File: src/sv/tlpt_pkg.sv
// shared types, constants and command/status structs for the page table manager
package tlpt_pkg;

    localparam int DIR_ENTRIES   = 16;
    localparam int TABLE_ENTRIES = 256;
    localparam int FRAME_BITS    = 20;
    localparam int OFFSET_BITS   = 12;
    localparam int DIR_BITS      = $clog2(DIR_ENTRIES);
    localparam int TAB_BITS      = $clog2(TABLE_ENTRIES);
    localparam int ENTRY_BITS    = DIR_BITS + TAB_BITS;
    localparam int ENTRY_W       = FRAME_BITS + 1;

    typedef enum logic [1:0] {
        MODE_TRANSLATE = 2'd0,
        MODE_MAP       = 2'd1,
        MODE_UNMAP     = 2'd2,
        MODE_NOP       = 2'd3
    } mode_t;

    typedef enum logic [1:0] {
        ST_OK         = 2'd0,
        ST_NOT_MAPPED = 2'd1,
        ST_ALREADY    = 2'd2,
        ST_NO_FRAME   = 2'd3
    } status_t;

    typedef struct packed {
        logic [1:0]  mode;
        logic [23:0] virt_addr;
        logic [19:0] phys_frame;
        logic [19:0] spare_frame;
        logic        spare_valid;
    } req_t;

    typedef struct packed {
        logic [1:0]  status;
        logic [31:0] phys_addr;
        logic        spare_used;
        logic        freed_valid;
        logic [19:0] freed_frame;
        logic        flush_needed;
    } rsp_t;

    // controller -> datapath
    typedef struct packed {
        logic load;       // capture request
        logic rd;         // read page entry of request
        logic wr_map;     // write mapped entry
        logic wr_clr;     // clear entry of request
        logic sweep_clr;  // clear entry at sweep index
        logic sweep_rd;   // read entry at sweep index
        logic sweep_rst;  // sweep index to zero
        logic dir_set;    // create directory entry
        logic dir_clr;    // release directory entry
        logic emit;       // drive result
        logic [1:0] status;
        logic used;
        logic freed;
        logic flush;
        logic paddr_en;
    } ctl_t;

    // datapath -> controller
    typedef struct packed {
        logic [1:0] mode;
        logic dir_hit;
        logic pe_hit;
        logic spare_ok;
        logic sweep_last;
        logic sweep_hit;   // registered sweep read found a present entry
    } sts_t;

endpackage

File: src/sv/tlpt_ctrl.sv
// controller state machine sequencing reads, writes and table sweeps
module tlpt_ctrl import tlpt_pkg::*; (
    input  logic clk,
    input  logic rst_n,
    input  logic start,
    input  sts_t sts,
    output ctl_t ctl,
    output logic busy,
    output logic done
);

    typedef enum logic [6:0] {
        S_IDLE   = 7'b0000001,
        S_READ   = 7'b0000010,
        S_EVAL   = 7'b0000100,
        S_CLEAR  = 7'b0001000,
        S_SCAN   = 7'b0010000,
        S_SCANW  = 7'b0100000,
        S_FREE   = 7'b1000000
    } state_t;

    state_t state_reg, state_next;
    logic   found_reg, found_next;
    logic   hadpe_reg, hadpe_next;

    always_ff @(posedge clk or negedge rst_n) begin
        if (!rst_n) begin
            state_reg <= S_IDLE;
            found_reg <= 1'b0;
            hadpe_reg <= 1'b0;
        end else begin
            state_reg <= state_next;
            found_reg <= found_next;
            hadpe_reg <= hadpe_next;
        end
    end

    assign busy = (state_reg != S_IDLE);

    always_comb begin
        state_next = state_reg;
        found_next = found_reg;
        hadpe_next = hadpe_reg;
        ctl        = '0;
        done       = 1'b0;
        unique case (state_reg)
            S_IDLE: begin
                if (start) begin
                    ctl.load   = 1'b1;
                    state_next = S_READ;
                end
            end
            S_READ: begin
                ctl.rd     = 1'b1;
                state_next = S_EVAL;
            end
            S_EVAL: begin
                state_next = S_IDLE;
                unique case (mode_t'(sts.mode))
                    MODE_TRANSLATE: begin
                        done = 1'b1;
                        if (sts.dir_hit && sts.pe_hit) begin
                            ctl.paddr_en = 1'b1;
                        end else begin
                            ctl.status = ST_NOT_MAPPED;
                        end
                    end
                    MODE_MAP: begin
                        if (sts.dir_hit) begin
                            done = 1'b1;
                            if (sts.pe_hit) begin
                                ctl.status = ST_ALREADY;
                            end else begin
                                ctl.wr_map = 1'b1;
                                ctl.flush  = 1'b1;
                            end
                        end else if (!sts.spare_ok) begin
                            done       = 1'b1;
                            ctl.status = ST_NO_FRAME;
                        end else begin
                            ctl.dir_set   = 1'b1;
                            ctl.sweep_rst = 1'b1;
                            state_next    = S_CLEAR;
                        end
                    end
                    MODE_UNMAP: begin
                        if (!sts.dir_hit) begin
                            done       = 1'b1;
                            ctl.status = ST_NOT_MAPPED;
                        end else begin
                            hadpe_next    = sts.pe_hit;
                            found_next    = 1'b0;
                            ctl.wr_clr    = 1'b1;
                            ctl.sweep_rst = 1'b1;
                            state_next    = S_SCAN;
                        end
                    end
                    MODE_NOP: begin
                        done = 1'b1;
                    end
                    default: begin
                        done = 1'b1;
                    end
                endcase
            end
            S_CLEAR: begin
                ctl.sweep_clr = 1'b1;
                if (sts.sweep_last) begin
                    state_next = S_FREE;
                end
            end
            S_SCAN: begin
                ctl.sweep_rd = 1'b1;
                if (sts.sweep_hit) begin
                    found_next = 1'b1;
                end
                if (sts.sweep_last) begin
                    state_next = S_SCANW;
                end
            end
            S_SCANW: begin
                // last read lands here; finish unmap
                done        = 1'b1;
                state_next  = S_IDLE;
                ctl.flush   = 1'b1;
                ctl.status  = hadpe_reg ? ST_OK : ST_NOT_MAPPED;
                if (!(found_reg || sts.sweep_hit)) begin
                    ctl.freed   = 1'b1;
                    ctl.dir_clr = 1'b1;
                end
            end
            S_FREE: begin
                // write mapped entry after the table clear
                done       = 1'b1;
                ctl.wr_map = 1'b1;
                ctl.used   = 1'b1;
                ctl.flush  = 1'b1;
                state_next = S_IDLE;
            end
            default: begin
                state_next = S_IDLE;
            end
        endcase
    end

    a_done_busy: assert property (@(posedge clk) disable iff (!rst_n)
        done |-> busy) else $error("result without active request");
    a_free_unmap: assert property (@(posedge clk) disable iff (!rst_n)
        ctl.freed |-> (state_reg == S_SCANW)) else $error("free outside unmap");
    a_clear_then_map: assert property (@(posedge clk) disable iff (!rst_n)
        (state_reg == S_CLEAR) && sts.sweep_last |=> (state_reg == S_FREE))
        else $error("clear not followed by map");

endmodule

File: config.mk
export PLATFORM = sky130hd
export DESIGN_NAME = tlpt_ctrl
export DESIGN_NICKNAME = d
export VERILOG_FILES = /design/src/sv/tlpt_pkg.sv /design/src/sv/tlpt_ctrl.sv
export SDC_FILE = /design/constraint.sdc
export NUM_CORES = 1
export LEC_CHECK = 0
export BUFFER_PORTS_ARGS = -buffer_cell sky130_fd_sc_hd__buf_2
export CAP_MARGIN = 10
export CORE_MARGIN = 3
export CORE_UTILIZATION = 52
export CTS_CLUSTER_DIAMETER = 60
export DETAILED_ROUTE_END_ITERATION = 12
export PLACE_DENSITY = 0.8
export RECOVER_POWER = 50
export SLEW_MARGIN = 30
export SYNTH_ARGS = -nofsm -noshare
export SYNTH_HDL_FRONTEND = slang
export SYNTH_SLANG_ARGS = --single-unit
File: constraint.sdc
create_clock -name clk -period 2.8 [get_ports clk]
set_clock_uncertainty 0.2 [all_clocks]
set_input_delay 0.28 -clock clk [delete_from_list [all_inputs] [get_ports clk]]
set_output_delay 0.28 -clock clk [all_outputs]
set_load 0.03 [all_outputs]
== Yosys cells after proc, flatten, opt, wreduce, memory -nomap -nowiden ==
Cells that the tools add are included.
W data, S select, Z words.

* Register bits after elaboration: 9
* Input port bits: 10
* Output and inout port bits: 18
* Word-level logic and storage cells: 78

* Eq/ne operators: 17
* Multiplexer cells: 49
* Reductions and logical operators: 9

{| class="wikitable"
|+ Operators with widths
! operator !! number
|-
| $pmux W7 S5 || 1
|-
| $mux W7 || 4
|-
| $mux W1 || 27
|-
| $pmux W7 S2 || 1
|-
| $mux W2 || 6
|-
| $ne A2 B2 Y1 const B || 5
|-
| $pmux W1 S2 || 5
|-
| $eq A7 B1 Y1 const B || 1
|-
| $eq A7 B2 Y1 const B || 1
|-
| $eq A7 B3 Y1 const B || 1
|-
| $eq A7 B4 Y1 const B || 1
|-
| $eq A7 B5 Y1 const B || 1
|-
| $eq A7 B6 Y1 const B || 1
|-
| $eq A7 B7 Y1 const B || 1
|-
| $ne A7 B1 Y1 const B || 1
|-
| $pmux W2 S3 || 1
|-
| $reduce_and A3 Y1 || 2
|-
| $mux W5 || 1
|-
| $eq A2 B2 Y1 const B || 2
|-
| $mux W4 || 1
|-
| $pmux W2 S2 || 1
|-
| $reduce_and A4 Y1 || 1
|-
| $reduce_or A2 Y1 || 2
|-
| $pmux W1 S3 || 1
|-
| other kinds (6) || 6
|}

== Depth between registers and ports, before layout ==
Gate-level depths: netlist of run 1.

* Word-level depth: 4
* Gate-level depth with buffers: 6
* Mapped depth without buffers: 6

== Worst setup path before layout of run 1 ==
Ideal clock, no wire load.

* Path type: flip-flop to output port
* From: reg state_reg[2]
* To: out ctl[7] in the netlist's numbering
* Data arrival time: 1.745 ns
* Setup slack: 0.575 ns
* Stages on the path, launching flop included: 6
* Cell sequence: dfrtp_1 or3_4 nor3_4 nand2_1 nor3_2 buf_4

{| class="wikitable"
|+ RTL lines
! what !! RTL line !! text
|-
| from (decl) || tlpt_ctrl.sv:22 || <nowiki>state_t state_reg, state_next;</nowiki>
|-
| from (signal assigned) || tlpt_ctrl.sv:32 || <nowiki>state_reg <= state_next;</nowiki>
|-
| to (decl) || tlpt_ctrl.sv:7 || <nowiki>output ctl_t ctl,</nowiki>
|}

==> impl_results.rst, run 1 <==
.. list-table::
   :header-rows: 1

   * - Metric
     - Value
   * - Run status
     - complete, no violations
   * - Post-synth net total
     - 105
   * - Cells after synthesis
     - 90
   * - Buffers inserted by post-CTS timing repair
     - 0
   * - Placer's final routability congestion estimate
     - 0.769
   * - Most frequently used flop master after synthesis
     - sky130_fd_sc_hd__dfrtp_1
   * - Gates resized, CTS repair
     - 0
   * - Total design power
     - 0.000519 W
   * - Share of synthesized area spent on multiplexers
     - 0.0273
   * - Final Hold Viols
     - 0
   * - Starting density of the core
     - 0.576
   * - Overall Global Routing Usage
     - 0.199
   * - Number of rows in the core area
     - 13
   * - Max-slew headroom
     - 0.666
   * - Achievable frequency
     - 421 MHz
   * - Power per cell area
     - 557 nW/um^2
   * - Most instantiated cells after synthesis
     - sky130_fd_sc_hd__nor2_1, sky130_fd_sc_hd__dfrtp_1, sky130_fd_sc_hd__inv_1, sky130_fd_sc_hd__nand2_1
   * - Seq/Total Area, Yosys
     - 0.291
   * - Total leakage power
     - 0.490 nW
   * - Hold/Removal Path Class
     - primary input to flop
   * - Pin count of the biggest net entering global routing
     - 10
   * - Most repeated cell in the gate-level netlist after synthesis
     - sky130_fd_sc_hd__nor2_1
   * - Met3 WL post-DR
     - 128 um
   * - Switching share of total power
     - 0.434
   * - Total of max-cap violations
     - 0
   * - Proportion of netlist area held by the largest area contributor
     - 0.257
   * - Die width
     - 44.7 um
   * - Share of the synthesized area in compound gates (AO/OA/AOI/OAI)
     - 0.167
   * - Tightest Pin Transition
     - 501 ps
   * - Antenna cells
     - 0
   * - Post-synth EDFFs
     - 0
   * - Number of synthesized register bits
     - 9
   * - Post-cts hold buffer count
     - 1
   * - Hold WS
     - 54.4 ps
   * - Vias in the first global route
     - 645
   * - Cell taking the most area after synthesis
     - sky130_fd_sc_hd__dfrtp_1
   * - Antenna violations before repair
     - 0
   * - Layout cell share with drive strength beyond 1
     - 0.297
   * - Router iterations before antenna repair
     - 4
   * - Die extent in y
     - 44.7 um
   * - Slack of the critical path
     - 426 ps
   * - VDD IR max
     - 0.464 mV
   * - Simple-gate share of the synthesized area
     - 0.355
   * - Flop pwr share
     - 0.365
   * - Critical path start-end classification
     - flop to output pin
   * - Worst setup timing slack at the placement stage
     - 764 ps
   * - Count of different cell masters after synthesis
     - 36
   * - Net switching power of the design
     - 0.000226 W
   * - Residual antenna-violating net count after detailed routing
     - 0
   * - Leading cell types by total area after synthesis
     - sky130_fd_sc_hd__dfrtp_1, sky130_fd_sc_hd__ha_1, sky130_fd_sc_hd__nor2_1, sky130_fd_sc_hd__nor2b_1, sky130_fd_sc_hd__nor3_4
   * - RSZ-0062 raised after global routing
     - false
   * - Main combinational cell family by area after synthesis
     - simple AND/OR/NAND/NOR gates
   * - Internal Dissipation
     - 0.000294 W
   * - Routed length per instance
     - 13.4 um
   * - Post-detailed-placement cell area
     - 905 sq um
   * - Clock insertion delay at the later pin of the skew report
     - 260 ps
   * - Ys Warns
     - 0
   * - Top-Level Pins
     - 28
   * - Critical Path AT
     - 1890 ps
   * - Final instance area
     - 932 sq um
   * - Post-route DRC
     - 0
   * - Area grow syn2layout
     - 19.8%
   * - DIE AREA
     - 2000 sq um
   * - Clock-pin slew reported for the worst setup and hold paths after clock tree synthesis
     - 60 ps
   * - Post-Synthesis Cell Area
     - 778 sq um
   * - Core area
     - 1350 sq um
   * - Setup Total Neg Slack
     - 0 ps
   * - WL final
     - 1780 um
   * - Global-route wire length before repair
     - 2820 um
   * - Largest driver fanout on the critical path
     - 6
   * - Clk Tree Root Cell
     - sky130_fd_sc_hd__clkbuf_4
   * - Proportion of power drawn by combinational gates
     - 0.441
   * - Detail Placement HPWL
     - 1490 um
   * - Overflow left after global routing
     - 0
   * - Maximum level of the CTS H-tree
     - 1
   * - FFs w/ async S/R, synth
     - 1.00
   * - WL met2
     - 829 um
   * - Critical path data required time
     - 2320 ps
   * - Fraction of the mapped netlist area in adder cells
     - 0.0804
   * - Worst setup SP type
     - flop
   * - TritonCTS clock tree
     - built
   * - Net count reported at finish
     - 134
   * - TritonCTS buffer count
     - 3
   * - Final critical-path share of the clock period
     - 0.848
   * - Count of buffers from port buffering
     - 26
   * - Largest register FFs
     - 7
   * - Fraction of synthesized cell area in xor and xnor cells
     - 0.0113
   * - Relative contribution of the clock network to total power
     - 0.194
   * - Slew Limit Fails
     - 0
   * - Per-instance average area after synthesis
     - 8.65 sq um
   * - Count of clock tree sinks
     - 9
   * - Starting DRC count in detailed routing
     - 13
   * - Count of final setup violators
     - 0
   * - Uppermost layer routed
     - met4
   * - Total number of vias
     - 750
   * - Number of vias per cell after detailed routing
     - 5.64
   * - Final worst path period need
     - 2370 ps
   * - Longest Clk Path Bufs
     - 2
   * - Post-route met1 wirelength
     - 794 um
   * - Critical Path Sink Type
     - output pin
==> cell families (layout without fill, tap and decap cells) <==
family / Yosys count / count (layout)
muxes: 2 / 2
xor gates and xnor gates: 1 / 1
AOI/OAI and AO/OA: 20 / 20
buffers and inverters: 10 / 38
and+or+nand+nor: 42 / 42
adders and majority gates: 5 / 5
other: 1 / 1
DFF: 9 / 9
==> power groups by stage <==
stage | combinational, W | sequential (W) | clock, W
after floorplan | 0.000176 | 0.000185 | 0
after global placement | 0.000226 | 0.000192 | 0
after detailed placement | 0.000232 | 0.000193 | 0
after CTS | 0.000234 | 0.000191 | 0.000104
after global routing | 0.000250 | 0.000192 | 0.000108
final | 0.000229 | 0.000189 | 0.000101
==> final timing paths <==
check | from | endpoint | slack [ps] | cells past startpoint
setup / recovery | state_reg[4]$_DFFE_PN0P_ | ctl[13] | 430 | 5
hold / removal | sts[1] | state_reg[4]$_DFFE_PN0P_ | 50 | 2
setup reg to reg | state_reg[4]$_DFFE_PN0P_ | hadpe_reg$_DFFE_PN0P_ | 1010 | 4
hold reg to reg | hadpe_reg$_DFFE_PN0P_ | hadpe_reg$_DFFE_PN0P_ | 290 | 1
max in group asynchronous | rst_n | state_reg[0]$_DFFE_PN1P_ | 1760 | 2
min in group asynchronous | rst_n | found_reg$_DFFE_PN0P_ | 290 | 2
==> routing by layer <==
metal	global-route usage	vias up
li1	-	370
met1	0.260	340
met2	0.312	34
met3	0.0163	6
met4	0.127	0
met5	0	-
==> critical path, cell delays in order, from the launching register on <==
cell and delay (ps):
sky130_fd_sc_hd__dfrtp_1 460, sky130_fd_sc_hd__nor3_4 340, sky130_fd_sc_hd__and4b_1 300, sky130_fd_sc_hd__nand2_1 170
sky130_fd_sc_hd__o21bai_2 160, sky130_fd_sc_hd__buf_2 200
==> layout by cell type, fill, tap and decap left out, drive strengths merged <==
cell / count
mux2i: 1
mux2: 1
and4b: 2
nor2b: 6
a2bb2oi: 1
ha: 5
nand4: 1
o21ai: 8
o22ai: 2
dfstp: 1
nand4b: 1
dfrtp: 8
nand2b: 2
conb: 1
o31ai: 2
o2111ai: 1
inv: 7
nand3b: 1
and2: 1
and3: 2
or3: 1
nand3: 2
o21bai: 2
dlygate4sd3: 1
o32ai: 1
buf: 25
nand2: 8
a21oi: 2
xor2: 1
nor3: 3
nor2: 12
a21boi: 1
clkbuf: 5
==> layout make-up <==
type,count,area [sq um]
fill,125,418
clock buffer,4,26.3
timing repair buffer,27,139
sequential,9,226
multi-input combinational,71,495
tap,15,18.8
inverter,7,26.3
==> stage by stage <==
step | utilization | std cells
after floorplan | - | 90
after global placement | 0.670 | 128
after detailed placement | 0.670 | 128
after CTS | 0.697 | 133
after global routing | 0.690 | 133
final | 0.690 | 133
Power figures use the tool's default switching activity.
==> inputs of run 2 (changes only) <==
- CORE_UTILIZATION: 52 -> 48
- PLACE_DENSITY: 0.8 -> 0.75
- clock period: 2.8 -> 2.44 ns (I/O delays scaled with it)
==> run 2 against run 1 <==
Non-clock buffer count did not move. Final cell count did not move. Sequential share of layout area fell by 0.19 points. Flip-flop and latch count is the same. First-iteration DRC count is 15% lower. Global-route usage fell by 1.7 points. Clock power grew 9%. Critical path type unchanged. Highest routed layer is now met3.
==> impl_results.rst, run 2 (synthesis results as in run 1) <==
.. list-table::
   :header-rows: 1

   * - Metric
     - Value
   * - Run status
     - complete, no violations
   * - Switching share of total power
     - 0.421 (-0.0130)
   * - Internal Dissipation
     - 0.000341 W (+16%)
   * - Worst setup timing slack at the placement stage
     - 460 ps (-304 ps)
   * - Setup Total Neg Slack
     - 0 ps (unchanged)
   * - Area grow syn2layout
     - 20.7%
   * - Post-cts hold buffer count
     - 1 (unchanged)
   * - Hold WS
     - 28.2 ps (-26.2 ps)
   * - Net switching power of the design
     - 0.000248 W (+9.9%)
   * - Leading cell type in the layout, fill and taps excluded
     - sky130_fd_sc_hd__buf_2
   * - Net count reported at finish
     - 134 (unchanged)
   * - Global-route wire length before repair
     - 2780 um (-1.2%)
   * - Longest Clk Path Bufs
     - 2 (unchanged)
   * - Starting DRC count in detailed routing
     - 11 (-2)
   * - Antenna violations before repair
     - 0 (unchanged)
   * - RSZ-0062 raised after global routing
     - false
   * - Residual antenna-violating net count after detailed routing
     - 0 (unchanged)
   * - DIE AREA
     - 2140 sq um (+7.2%)
   * - Vias in the first global route
     - 650 (+0.78%)
   * - Number of vias per cell after detailed routing
     - 5.58 (-1.1%)
   * - Number of buffer and inverter instances along the worst setup path
     - 1 (unchanged)
   * - Logic depth of the worst register-to-register path
     - 4 (unchanged)
   * - Hold/Removal Path Class
     - primary input to flop
   * - Count of buffers from port buffering
     - 26 (unchanged)
   * - Max incr delay on CP
     - 450 ps (about the same)
   * - CP max-delay cell
     - sky130_fd_sc_hd__dfrtp_1
   * - Layout cell share with drive strength beyond 1
     - 0.314 (+0.0169)
   * - Final worst path period need
     - 2250 ps
   * - Post-route DRC
     - 0 (unchanged)
   * - Final critical-path share of the clock period
     - 0.923
   * - Startpoint of the worst-slack reg-to-reg timing path
     - state_reg[4]$_DFFE_PN0P_
   * - Critical Path AT
     - 1810 ps (-80 ps)
   * - Gates resized, CTS repair
     - 0 (unchanged)
   * - Top-Level Pins
     - 28 (unchanged)
   * - Relative contribution of the clock network to total power
     - 0.187 (-0.007)
   * - TritonCTS buffer count
     - 3 (unchanged)
   * - TritonCTS clock tree
     - built
   * - Clock insertion delay at the later pin of the skew report
     - 250 ps (about the same)
   * - CP Cell Sequence
     - nor3_4 > and4b_1 > nand2_2 > o21ai_1 > buf_2
   * - Critical path start-end classification
     - flop to output pin
   * - Family with the most delay on the worst path
     - simple AND/OR/NAND/NOR gates
   * - Buffers inserted by post-CTS timing repair
     - 0 (unchanged)
   * - Overall Global Routing Usage
     - 0.182 (-0.0166)
   * - Clk Tree Root Cell
     - sky130_fd_sc_hd__clkbuf_4
   * - Overflow left after global routing
     - 0 (unchanged)
   * - Die extent in y
     - 46.3 um (+3.5%)
   * - Number of rows in the core area
     - 13 (unchanged)
   * - Starting density of the core
     - 0.550 (-0.0265)
   * - Slew Limit Fails
     - 0 (unchanged)
   * - Clock-pin slew reported for the worst setup and hold paths after clock tree synthesis
     - 60 ps (about the same)
   * - Critical Path Sink Type
     - output pin
   * - Critical path data required time
     - 2000 ps (-320 ps)
   * - Count of clock tree sinks
     - 9 (unchanged)
   * - Total number of vias
     - 742 (-1.1%)
   * - Detail Placement HPWL
     - 1410 um (-5.2%)
   * - Proportion of power drawn by combinational gates
     - 0.449 (+0.008)
   * - Achievable frequency
     - 444 MHz
   * - Setup slack of the most critical reg-to-reg path
     - 670 ps (-340 ps)
   * - Cells on Worst Hold Path
     - 2 (unchanged)
   * - Pin count of the biggest net entering global routing
     - 10 (unchanged)
   * - Launch point of the worst hold path
     - sts[1]
   * - Total leakage power
     - 0.490 nW (-0.16%)
   * - Most frequent cells in the layout
     - sky130_fd_sc_hd__buf_2, sky130_fd_sc_hd__nor2_1, sky130_fd_sc_hd__dfrtp_1
   * - Hold-critical path endpoint
     - state_reg[3]$_DFFE_PN0P_
   * - Power per cell area
     - 626 nW/um^2 (+12%)
   * - Antenna cells
     - 0 (unchanged)
   * - Total of max-cap violations
     - 0 (unchanged)
   * - Die width
     - 46.3 um (+3.5%)
   * - VDD IR max
     - 0.639 mV (+38%)
   * - Routed length per instance
     - 12.7 um (-5.2%)
   * - WL final
     - 1690 um (-5.2%)
   * - Worst setup SP type
     - flop
   * - Slack of the critical path
     - 189 ps (-238 ps)
   * - Router iterations before antenna repair
     - 4 (unchanged)
   * - Flop pwr share
     - 0.364 (about the same)
   * - Largest register FFs
     - 7 (unchanged)
   * - Largest driver fanout on the critical path
     - 6 (unchanged)
   * - Terminus of the critical flop-to-flop path
     - hadpe_reg$_DFFE_PN0P_
   * - Filler Cell Count
     - 122 (-2.4%)
   * - Count of final setup violators
     - 0 (unchanged)
   * - Maximum level of the CTS H-tree
     - 1 (unchanged)
   * - Core area
     - 1420 sq um (+4.8%)
   * - Final Hold Viols
     - 0 (unchanged)
   * - Placer's final routability congestion estimate
     - 0.807 (+5.0%)
==> run 2: area by class of cell <==
| type | count | area [sq um] | share of cell area |
|---|---|---|---|
| clock buffer | 4 | 26.3 | 0.0280 |
| timing repair buffer | 27 | 139 | 0.148 |
| tap | 15 | 18.8 | 0.0200 |
| inverter | 7 | 26.3 | 0.0280 |
| multi-input combinational | 71 | 503 | 0.535 |
| sequential | 9 | 226 | 0.241 |
==> run 2: per-stage QoR <==
step	cells	utilization	area [sq um]	total power [W]
5_1_grt	133	0.664	940	0.000638
4_1_cts	133	0.665	941	0.000598
2_1_floorplan	90	-	778	0.000415
3_3_place_gp	128	0.639	905	0.000481
3_5_place_dp	128	0.639	905	0.000483
6_report	133	0.664	940	0.000589
==> run 2: worst register-to-register path: stages (launching register included) <==
cell	delay, ps
sky130_fd_sc_hd__dfrtp_1	450
sky130_fd_sc_hd__nor3_4	340
sky130_fd_sc_hd__nand4b_4	200
sky130_fd_sc_hd__nor2_4	150
sky130_fd_sc_hd__mux2_1	320
==> run 2: how the worst max path moves through the flow <==
stage	from	cells past startpoint	to
final	state_reg[4]$_DFFE_PN0P_	5	ctl[1]
after global routing	state_reg[4]$_DFFE_PN0P_	5	ctl[1]
after CTS	state_reg[4]$_DFFE_PN0P_	5	ctl[1]
after detailed placement	state_reg[4]$_DFFE_PN0P_	5	ctl[1]
after global placement	state_reg[4]$_DFFE_PN0P_	5	ctl[13]
after floorplan	state_reg[2]$_DFFE_PN0P_	5	ctl[7]
==> run 2: metal layers <==
metal  part of all wire  up-vias  global-route usage
met1               0.43      339               0.263
met3              0.089        0              0.0234
met2               0.48       33               0.283
met4                  0        0              0.0511
li1                   -      370                   -
met5                  0        -                   0
==> run 2: power by group through the flow <==
stage	Combinational, W	Sequential, W	Clock (W)
floorplan	0.000202	0.000213	0
global placement	0.000263	0.000218	0
detailed placement	0.000265	0.000218	0
CTS	0.000268	0.000216	0.000115
global route	0.000294	0.000222	0.000123
finish	0.000264	0.000214	0.000110
==> inputs of run 3 (changes only) <==
- ABC_AREA: not set -> 1
- PLACE_DENSITY: 0.75 -> 0.74
==> run 3 against run 2 <==
Die area up 2.0%. Register-to-register slack improved by 140 ps. Via count increased by 0.54%. Flip-flop and latch count stayed put. Combinational power decreased by 3%. Clock power is 6% higher. Final area is 0.67% higher. Global-route usage fell by 2.0 points. Sequential power is 6% lower. Maximum frequency is 12% higher. Largest power group unchanged. Highest routed layer is now met4.
==> impl_results.rst, run 3 <==
.. list-table::
   :header-rows: 1

   * - Metric
     - Value
   * - Run status
     - complete, no violations
   * - Slew Limit Fails
     - 0 (unchanged)
   * - Clk Tree Root Cell
     - sky130_fd_sc_hd__clkbuf_4
   * - Count of buffers from port buffering
     - 26 (unchanged)
   * - Ys Warns
     - 0 (unchanged)
   * - Count of final setup violators
     - 0 (unchanged)
   * - Max-slew headroom
     - 0.663
   * - Starting DRC count in detailed routing
     - 25 (+14)
   * - FFs w/ async S/R, synth
     - 1.00 (unchanged)
   * - Power per cell area
     - 606 nW/um^2 (-3.3%)
   * - Critical path data required time
     - 2000 ps (about the same)
   * - Clock insertion delay at the later pin of the skew report
     - 260 ps (about the same)
   * - Hold WS
     - 36.3 ps (+8.09 ps)
   * - Number of synthesized register bits
     - 9 (unchanged)
   * - Starting density of the core
     - 0.516 (-0.0337)
   * - Core area
     - 1540 sq um (+8.9%)
   * - CP Cell Sequence
     - nor2_4 > nand2_4 > nor2_8 > nand4_1 > o21ai_1 > buf_2
   * - Top-Level Pins
     - 28 (unchanged)
   * - Most frequently used flop master after synthesis
     - sky130_fd_sc_hd__dfrtp_1
   * - VDD IR max
     - 0.559 mV (-13%)
   * - Maximum level of the CTS H-tree
     - 1 (unchanged)
   * - Leading cell types by total area after synthesis
     - sky130_fd_sc_hd__dfrtp_1, sky130_fd_sc_hd__inv_1, sky130_fd_sc_hd__nand2_1, sky130_fd_sc_hd__ha_1, sky130_fd_sc_hd__nor2_1
   * - Total leakage power
     - 0.555 nW (+13%)
   * - Achievable frequency
     - 498 MHz (+12%)
   * - Cell taking the most area after synthesis
     - sky130_fd_sc_hd__dfrtp_1
   * - Number of rows in the core area
     - 14 (+1)
   * - Antenna cells
     - 0 (unchanged)
   * - Cells after synthesis
     - 110 (+22%)
   * - Buffers inserted by post-CTS timing repair
     - 0 (unchanged)
   * - Die extent in y
     - 46.7 um (+0.97%)
   * - Detail Placement HPWL
     - 1340 um (-5.2%)
   * - Post-route DRC
     - 0 (unchanged)
   * - Pin count of the biggest net entering global routing
     - 10 (unchanged)
   * - Largest driver fanout on the critical path
     - 7 (+1)
   * - TritonCTS clock tree
     - built
   * - Count of clock tree sinks
     - 9 (unchanged)
   * - Flip-flop and latch area
     - 226 sq um (unchanged)
   * - RSZ-0062 raised after global routing
     - false
   * - Router iterations before antenna repair
     - 4 (unchanged)
   * - Per-instance average area after synthesis
     - 7.23 sq um (-16%)
   * - Count of different cell masters after synthesis
     - 27 (-25%)
   * - Largest register FFs
     - 7 (unchanged)
   * - Overflow left after global routing
     - 0 (unchanged)
   * - Routed length per instance
     - 10.7 um (-16%)
   * - Number of standard cells in the layout, taps in and fillers out
     - 154 (+16%)
   * - Worst setup timing slack at the placement stage
     - 682 ps (+222 ps)
   * - Final critical-path share of the clock period
     - 0.822 (-0.100)
   * - Leading cell type in the layout, fill and taps excluded
     - sky130_fd_sc_hd__buf_2
   * - Setup Total Neg Slack
     - 0 ps (unchanged)
   * - Critical path start-end classification
     - flop to output pin
   * - Total of max-cap violations
     - 0 (unchanged)
   * - Most frequent cells in the layout
     - sky130_fd_sc_hd__buf_2, sky130_fd_sc_hd__inv_1, sky130_fd_sc_hd__nor2_1, sky130_fd_sc_hd__nand2_1
   * - Die width
     - 46.7 um (+0.97%)
   * - Number of placed instances with taps included
     - 149 (+16%)
   * - WL final
     - 1650 um (-2.4%)
   * - Final worst path period need
     - 2010 ps (-245 ps)
   * - Final standard cell utilization of the core
     - 0.614 (-0.0504)
   * - Layout cell share with drive strength beyond 1
     - 0.312 (-0.00197)
   * - Placer's final routability congestion estimate
     - 0.807 (about the same)
   * - Most repeated cell in the gate-level netlist after synthesis
     - sky130_fd_sc_hd__inv_1
   * - TritonCTS buffer count
     - 3 (unchanged)
   * - Global-route wire length before repair
     - 2550 um (-8.2%)
   * - DIE AREA
     - 2180 sq um (+2.0%)
   * - Post-Synthesis Cell Area
     - 796 sq um (+2.3%)
   * - Most instantiated cells after synthesis
     - sky130_fd_sc_hd__inv_1, sky130_fd_sc_hd__nand2_1, sky130_fd_sc_hd__nor2_1, sky130_fd_sc_hd__dfrtp_1, sky130_fd_sc_hd__nand3_1
   * - Antenna violations before repair
     - 0 (unchanged)
   * - Vias in the first global route
     - 632 (-2.8%)
   * - Proportion of netlist area held by the largest area contributor
     - 0.252 (-0.00566)
   * - Overall Global Routing Usage
     - 0.163 (-0.0196)
   * - Total number of vias
     - 746 (+0.54%)
   * - Residual antenna-violating net count after detailed routing
     - 0 (unchanged)
   * - Longest Clk Path Bufs
     - 2 (unchanged)
   * - Critical Path AT
     - 1560 ps (-250 ps)
   * - Max incr delay on CP
     - 410 ps (-40 ps)
   * - Seq/Total Area, Yosys
     - 0.285 (-0.00641)
   * - Post-synth net total
     - 125 (+19%)
   * - Filler Cell Count
     - 149 (+22%)
   * - Number of vias per cell after detailed routing
     - 4.84 (-13%)
   * - Slack of the critical path
     - 433 ps (+245 ps)
   * - Multi-input logic area
     - 454 sq um (-9.7%)
   * - Hold/Removal Path Class
     - primary input to flop
   * - Critical Path Sink Type
     - output pin
   * - Clock-pin slew reported for the worst setup and hold paths after clock tree synthesis
     - 60 ps (about the same)
   * - Net count reported at finish
     - 154 (+15%)
   * - Final Hold Viols
     - 0 (unchanged)
   * - Area grow syn2layout
     - 18.9%
   * - Post-synth EDFFs
     - 0 (unchanged)
   * - Worst setup SP type
     - flop
   * - Tightest Pin Transition
     - 506 ps
   * - CP max-delay cell
     - sky130_fd_sc_hd__dfrtp_1
-- run 3: cell type report --
| class | instances | share of cell area |
|---|---|---|
| Timing Repair Buffer | 27 | 0.147 |
| Sequential cell | 9 | 0.239 |
| Multi-Input combinational cell | 77 | 0.480 |
| Clock buffer | 4 | 0.0278 |
| Inverter | 21 | 0.0847 |
| Tap cell | 16 | 0.0212 |
-- run 3: worst paths after layout --
kind,startpoint,end,slack [ps],cells past startpoint
setup reg to reg,state_reg[3]$_DFFE_PN0P_,state_reg[5]$_DFFE_PN0P_,810,6
setup / recovery,state_reg[1]$_DFFE_PN0P_,ctl[9],430,6
min in group asynchronous,rst_n,state_reg[1]$_DFFE_PN0P_,260,2
hold / removal,start,state_reg[1]$_DFFE_PN0P_,40,3
max in group asynchronous,rst_n,state_reg[0]$_DFFE_PN1P_,1430,2
hold reg to reg,hadpe_reg$_DFFE_PN0P_,hadpe_reg$_DFFE_PN0P_,280,2
-- run 3: layer usage --
layer | part of all wire | wire length [um] | global-route usage | vias up
met1 | 0.48 | 791 | 0.224 | 311
met2 | 0.43 | 711 | 0.255 | 30
met4 | 0.015 | 25 | 0.0718 | 0
met3 | 0.075 | 123 | 0.0195 | 5
li1 | - | - | - | 400
met5 | 0 | 0 | 0 | -
-- run 3: kinds of logic (layout without fill, tap and decap cells) --
logic type / count (synthesis) / count (layout) / share of synthesized area
other: 1 / 1 / 0.00471
and+or+nand+nor: 60 / 60 / 0.429
buffers and inverters: 24 / 52 / 0.129
AOI/OAI and AO/OA: 11 / 11 / 0.0739
adders and majority gates: 5 / 5 / 0.0786
DFF: 9 / 9 / 0.285
-- run 3: critical path: cells and delay by family (launching register included) --
family	cells	cell delay, ps
AOI/OAI and AO/OA	1	100
buffers and inverters	1	210
and+or+nand+nor	4	580
DFF	1	410
-- run 3: through the flow --
stage	instance area, sq um	total power [W]
4_1_cts	960	0.000585
2_1_floorplan	796	0.000405
3_3_place_gp	923	0.000463
3_5_place_dp	923	0.000468
5_1_grt	946	0.000614
6_report	946	0.000573
-- run 3: what timing repair did --
| action | in CTS | in global routing |
|---|---|---|
| hold buffers | 1 | 0 |
| resized for setup | 0 | 0 |
| endpoints found under the hold margin | 9 | 0 |
-- run 3: power breakdown --
group	leakage, nW	internal [W]	switching, W
sequential	0.120	0.000178	0.0000225
clock	0.0150	0.0000631	0.0000534
combinational	0.420	0.0000764	0.000179
